**src/rtl/core/ugpi_pkg.sv**
```systemverilog
// Package with shared types, constants and codes of the grid point index.
`timescale 1ns / 1ps
package ugpi_pkg;

  localparam int PointCapacity = 64;
  localparam int GridSide      = 64;
  localparam int GridHeight    = 64;

  localparam logic [2:0] CfgCornerX = 3'd0;
  localparam logic [2:0] CfgCornerY = 3'd1;
  localparam logic [2:0] CfgCornerZ = 3'd2;
  localparam logic [2:0] CfgSizeX   = 3'd3;
  localparam logic [2:0] CfgSizeY   = 3'd4;
  localparam logic [2:0] CfgSizeZ   = 3'd5;
  localparam logic [2:0] CfgCountX  = 3'd6;
  localparam logic [2:0] CfgCountY  = 3'd7;

  localparam logic [1:0] FuncInsert = 2'd0;
  localparam logic [1:0] FuncBox    = 2'd1;
  localparam logic [1:0] FuncSphere = 2'd2;
  localparam logic [1:0] FuncUnused = 2'd3;

  localparam logic [2:0] StInserted = 3'd0;
  localparam logic [2:0] StHit      = 3'd1;
  localparam logic [2:0] StNoHits   = 3'd2;
  localparam logic [2:0] StOutside  = 3'd3;
  localparam logic [2:0] StFull     = 3'd4;
  localparam logic [2:0] StInvalid  = 3'd5;

  typedef enum logic [3:0] {
    S_IDLE,
    S_DIV_START,
    S_DIV_WAIT,
    S_INSERT,
    S_READ,
    S_TEST,
    S_SQ,
    S_EMIT,
    S_DONE,
    S_SINGLE
  } state_e;

  // Start request and result of the shared divider.
  typedef struct packed {
    logic        start;
    logic [16:0] dividend;
    logic [14:0] divisor;
  } div_req_t;

  typedef struct packed {
    logic        done;
    logic [16:0] quotient;
  } div_rsp_t;

endpackage

```
**src/rtl/core/ugpi_divider.sv**
```systemverilog
// Restoring divider, one quotient bit per cycle, shared by all cell lookups.
`timescale 1ns / 1ps
module ugpi_divider (
  input  logic              clk_i,
  input  logic              rst_ni,
  input  ugpi_pkg::div_req_t req_i,
  output ugpi_pkg::div_rsp_t rsp_o
);

  logic [16:0] quo_q, quo_d;
  logic [15:0] rem_q, rem_d;
  logic [14:0] dvs_q, dvs_d;
  logic [4:0]  cnt_q, cnt_d;
  logic        busy_q, busy_d;
  logic        done_q, done_d;
  logic [15:0] trial;
  logic [16:0] shifted;

  always_comb begin
    quo_d   = quo_q;
    rem_d   = rem_q;
    dvs_d   = dvs_q;
    cnt_d   = cnt_q;
    busy_d  = busy_q;
    done_d  = 1'b0;
    shifted = {rem_q, quo_q[16]};
    trial   = 16'd0;
    if (req_i.start) begin
      quo_d  = req_i.dividend;
      rem_d  = 16'd0;
      dvs_d  = req_i.divisor;
      cnt_d  = 5'd17;
      busy_d = 1'b1;
    end else if (busy_q) begin
      quo_d = {quo_q[15:0], 1'b0};
      if (shifted >= {2'b00, dvs_q}) begin
        trial    = 16'(shifted - {2'b00, dvs_q});
        quo_d[0] = 1'b1;
      end else begin
        trial = shifted[15:0];
      end
      rem_d = trial;
      cnt_d = cnt_q - 5'd1;
      if (cnt_q == 5'd1) begin
        busy_d = 1'b0;
        done_d = 1'b1;
      end
    end
  end

  always_ff @(posedge clk_i or negedge rst_ni) begin
    if (!rst_ni) begin
      busy_q <= 1'b0;
      done_q <= 1'b0;
      cnt_q  <= 5'd0;
    end else begin
      busy_q <= busy_d;
      done_q <= done_d;
      cnt_q  <= cnt_d;
    end
  end

  always_ff @(posedge clk_i) begin
    quo_q <= quo_d;
    rem_q <= rem_d;
    dvs_q <= dvs_d;
  end

  assign rsp_o.done     = done_q;
  assign rsp_o.quotient = quo_q;

endmodule

```
**config.mk**
```make
export PLATFORM = sky130hd
export DESIGN_NAME = ugpi_divider
export DESIGN_NICKNAME = d
export VERILOG_FILES = /design/src/rtl/core/ugpi_pkg.sv /design/src/rtl/core/ugpi_divider.sv
export SDC_FILE = /design/constraint.sdc
export NUM_CORES = 1
export LEC_CHECK = 0
export ABC_AREA = 1
export ABC_CLOCK_PERIOD_IN_PS = 1850
export BUFFER_PORTS_ARGS = -buffer_cell sky130_fd_sc_hd__buf_2
export CELL_PAD_IN_SITES_DETAIL_PLACEMENT = 0
export CELL_PAD_IN_SITES_GLOBAL_PLACEMENT = 1
export CORE_ASPECT_RATIO = 0.5
export CORE_MARGIN = 2
export CORE_UTILIZATION = 30
export CTS_CLUSTER_DIAMETER = 100
export CTS_CLUSTER_SIZE = 8
export DETAILED_ROUTE_END_ITERATION = 6
export GPL_ROUTABILITY_DRIVEN = 1
export PLACE_DENSITY = 0.68
export SYNTH_ARGS = -nofsm -noshare
export SYNTH_HDL_FRONTEND = slang
export SYNTH_SLANG_ARGS = --single-unit
```
**constraint.sdc**
```tcl
create_clock -name clk_i -period 1.85 [get_ports clk_i]
set_input_delay 0.185 -clock clk_i [delete_from_list [all_inputs] [get_ports clk_i]]
set_output_delay 0.185 -clock clk_i [all_outputs]
set_load 0.01 [all_outputs]
```
==> results.sh <==
export IMPL_totalWireLength_microns=9370
export IMPL_dp_final_hpwl_microns=6690
export IMPL_antenna_cells_inserted=0
export IMPL_timing_critical_path_required_ns=1.88
export IMPL_synth_cell_area_sq_um=3340
export IMPL_synth_top_cell_by_area="edfxtp_1"
export IMPL_power_density_cell_area_nw_per_um2=1390
export IMPL_synth_avg_cell_area_sq_um=7.42
export IMPL_relSlewSlack=0.564
export IMPL_cp_top_family="simple AND/OR/NAND/NOR gates"
export IMPL_yosys_area_share_adder=0.0696
export IMPL_placed_area_sq_um=4180
export IMPL_global_route_overflow_total=0
export IMPL_synthesized_netlist_net_count=504
export IMPL_fraction_of_synthesized_cell_area_taken_by_the_top_area_cell_type=0.287
export IMPL_hold_worst_path_end="dvs_q[14]"
export IMPL_layout_drive_gt1_share=0.377
export IMPL_reg2reg_slack_ns=-0.02
export IMPL_synth_edff_count=32
export IMPL_power_mw=6.71
export IMPL_min_delay_start="req_i[14]"
export IMPL_port_buffer_count=52
export IMPL_worst_skew_pair_late_latency_ns=0.30
export IMPL_post_route_drc_violation_count=0
export IMPL_ys_seq_area_frac=0.435
export IMPL_route_detailed_vias_per_inst=4.41
export IMPL_grt_first_pass_wirelength_microns=14500
export IMPL_grt_use_total=0.153
export IMPL_boundaryPins=53
export IMPL_max_cap_viols=0
export IMPL_coreArea_sq_um=10900
export IMPL_setup_slack_ns=-0.0208
export IMPL_slowest_stage="dfxtp_1"
export IMPL_rsz0062_at_grt="yes"
export IMPL_placed_cells_incl_taps=697
export IMPL_setup_tns_ns=-0.0769
export IMPL_timing_hold_worst_path_depth=1
export IMPL_worst_path_buf_inv=3
export IMPL_grt_antenna_before_repair=0
export IMPL_reg2reg_depth=10
export IMPL_setup_skew_ns=0.00735
export IMPL_grt_start_max_net_pins=25
export IMPL_detailedRoute_firstPassIterationCount=4
export IMPL_postSynth_topFlopCell="edfxtp_1"
export IMPL_worstPathArrival_ns=1.90
export IMPL_static_leakage_power_nw=2.49
export IMPL_fillerInstances=1133
export IMPL_outcome="complete, but fails checks"
export IMPL_numClockSinks=55
export IMPL_fin_worst_hold_slack_ns=0.0526
export IMPL_worst_path_max_fanout=5
export IMPL_stdcell_count=716
export IMPL_synth_xor_area_share=0.0157
export IMPL_synth_top_family_by_area="simple AND/OR/NAND/NOR gates"
export IMPL_routability_cong=0.881
export IMPL_first_global_vias=2973
export IMPL_num_nets_final=623
export IMPL_timing_critical_path_from_type="register"
export IMPL_area_growth_syn_to_layout_pct=44.6
export IMPL_yosys_mux_area_fraction=0
export IMPL_crit_type="register to register"
export IMPL_report_final_slew_viol_count=0
export IMPL_fin_crit_sh=1.01
export IMPL_yosys_top_cells_area="edfxtp_1, nand2_1, dfxtp_1"
export IMPL_cts_inserted_buffers=5
export IMPL_worstMarginPinSlew_ns=0.654
export IMPL_netlist_cell_type_count=33
export IMPL_netlist_instances=451
export IMPL_r2r_start="rem_q[6]"
export IMPL_die_w_microns=153
export IMPL_cts_tree="done"
export IMPL_synth_compound_gate_area_share=0.0292
export IMPL_crit_reg2reg_capture="quo_q[0]"
export IMPL_setup_viol=9
export IMPL_final_min_clock_period_ns=1.87
export IMPL_async_reset_ff_frac=0.127
export IMPL_post_drt_wl_per_cell_microns=13.1
export IMPL_detailedRoute_firstIterationViolations=168
export IMPL_die_height_microns=78.7
export IMPL_clock_tree_buffer_depth=2
export IMPL_timing_critical_path_cells="ha_4, nand2_4, inv_1, nand2_2, nand2_2, inv_2, nand3_4, nand3_4, buf_6, a31oi_4"
export IMPL_post_route_cell_area_sq_um=4830
export IMPL_report_final_hold_viol_count=0
export IMPL_achievable_frequency_mhz=535
export IMPL_drtAntennaViolNets=0
export IMPL_failed_checks="setup timing"
export IMPL_timing_hold_worst_class="primary input to register"
export IMPL_yosys_register_bits=55
export IMPL_multi_input_comb_area_sq_um=1970
export IMPL_placement_rows=27
export IMPL_starting_utilization_of_the_core_area=0.307
export IMPL_worstSetupEndpointType="register"
export IMPL_worst_path_largest_cell_delay_ns=0.44
export IMPL_ys_warn_count=0
export IMPL_dieArea_sq_um=12100
export IMPL_vias=3155
export IMPL_synthSimpleGateAreaFrac=0.360
export IMPL_final_seq_area_sq_um=1460
export IMPL_clock_tree_htree_level_count=2
export IMPL_clk_pin_slew_worst_paths_ns=0.08
export IMPL_clk_root_buffer_cell="clkbuf_16"
export IMPL_vdd_drop_max_v=0.000425
per-stage QoR:
| step | utilization | setup slack [ns] |
|---|---|---|
| after global routing | 0.443 | -0.125 |
| after floorplan | - | 0.0124 |
| after detailed placement | 0.383 | -0.147 |
| after global placement | 0.383 | -0.130 |
| final | 0.443 | -0.0208 |
| after CTS | 0.417 | 0.00356 |
layer usage:
layer	GRT usage	up-vias	wire length (microns)
met4	0.0306	0	74
li1	-	1657	-
met1	0.227	1437	4880
met2	0.230	54	3980
met3	0.0309	7	436
met5	0	-	0
layout make-up:
class,count,area share
inverter,66,0.0518
sequential,55,0.301
multi-input combinational,321,0.408
clock buffer,6,0.0267
clock inverter,2,0.00362
tap,145,0.0375
timing repair buffer,121,0.171
cell families (layout without fill, tap and decap cells):
kind of cell / count (synthesis) / after routing
buffers and inverters: 76 / 195
adder cells (fa/ha/maj): 18 / 18
XOR/XNOR: 6 / 6
AO/OA/AOI/OAI: 19 / 19
AND/OR/NAND/NOR: 277 / 278
flip-flops: 55 / 55
flip-flops by register name, indices dropped and copies added (netlist names):
name,cells
busy_q,1
cnt_q,5
done_q,1
dvs_q,15
quo_q,17
rem_q,16
cell usage after synthesis, drive strengths merged (2+ instances only):
master	number
a21oi	12
buf	5
clkbuf	5
dfrtp	7
dfxtp	16
edfxtp	32
ha	17
inv	66
nand2	202
nand3	31
nand3b	6
nand4	7
nor2	24
nor3	4
o21ai	5
xnor2	2
xor2	4
cell usage in the layout, fill, tap and decap left out, types with 8 or more instances in the layout:
cell type	n
nand2_1	170
buf_4	60
buf_2	52
inv_1	51
edfxtp_1	32
nand2_2	24
nand3_1	20
nor2_1	17
dfxtp_1	16
inv_2	14
ha_4	13
nand3_2	9
nand2_4	8
a21oi_1	8
worst register-to-register path, cell delays in order (launching register included):
cell and delay [ns]:
dfxtp_1 0.44, ha_4 0.27, nand2_4 0.10, inv_1 0.06, nand2_2 0.06, nand2_2 0.06, inv_2 0.07, nand3_4 0.10
nand3_4 0.19, buf_6 0.16, a31oi_4 0.09
worst max-delay path by stage:
| stage | slack, ns | endpoint | from | cells after the start |
|---|---|---|---|---|
| floorplan | 0.01 | rem_q[14] | quo_q[16] | 11 |
| global placement | -0.13 | rem_q[14] | quo_q[16] | 11 |
| detailed placement | -0.15 | rem_q[14] | dvs_q[4] | 13 |
| CTS | 0.004 | rem_q[12] | dvs_q[3] | 14 |
| global route | -0.12 | rem_q[10] | dvs_q[6] | 12 |
| finish | -0.02 | quo_q[0] | rem_q[6] | 10 |
report_power, final:
part | leakage (nW) | switching (mW) | total (mW) | internal, mW
logic | 1.87 | 2.06 | 3.89 | 1.83
registers | 0.547 | 0.234 | 1.82 | 1.58
clock network | 0.0714 | 0.485 | 0.997 | 0.512
timing repair:
| action | 4_1_cts | 5_1_grt |
|---|---|---|
| pin swaps | 6 | 32 |
| hold endpoints to repair | 7 | 0 |
| cloned | 0 | 2 |
| gates resized for setup | 29 | 63 |
| hold buffers | 1 | 0 |
| setup endpoints to repair | 17 | 17 |
| setup buffers | 3 | 5 |
No activity file was read; power rests on OpenSTA's default activity.
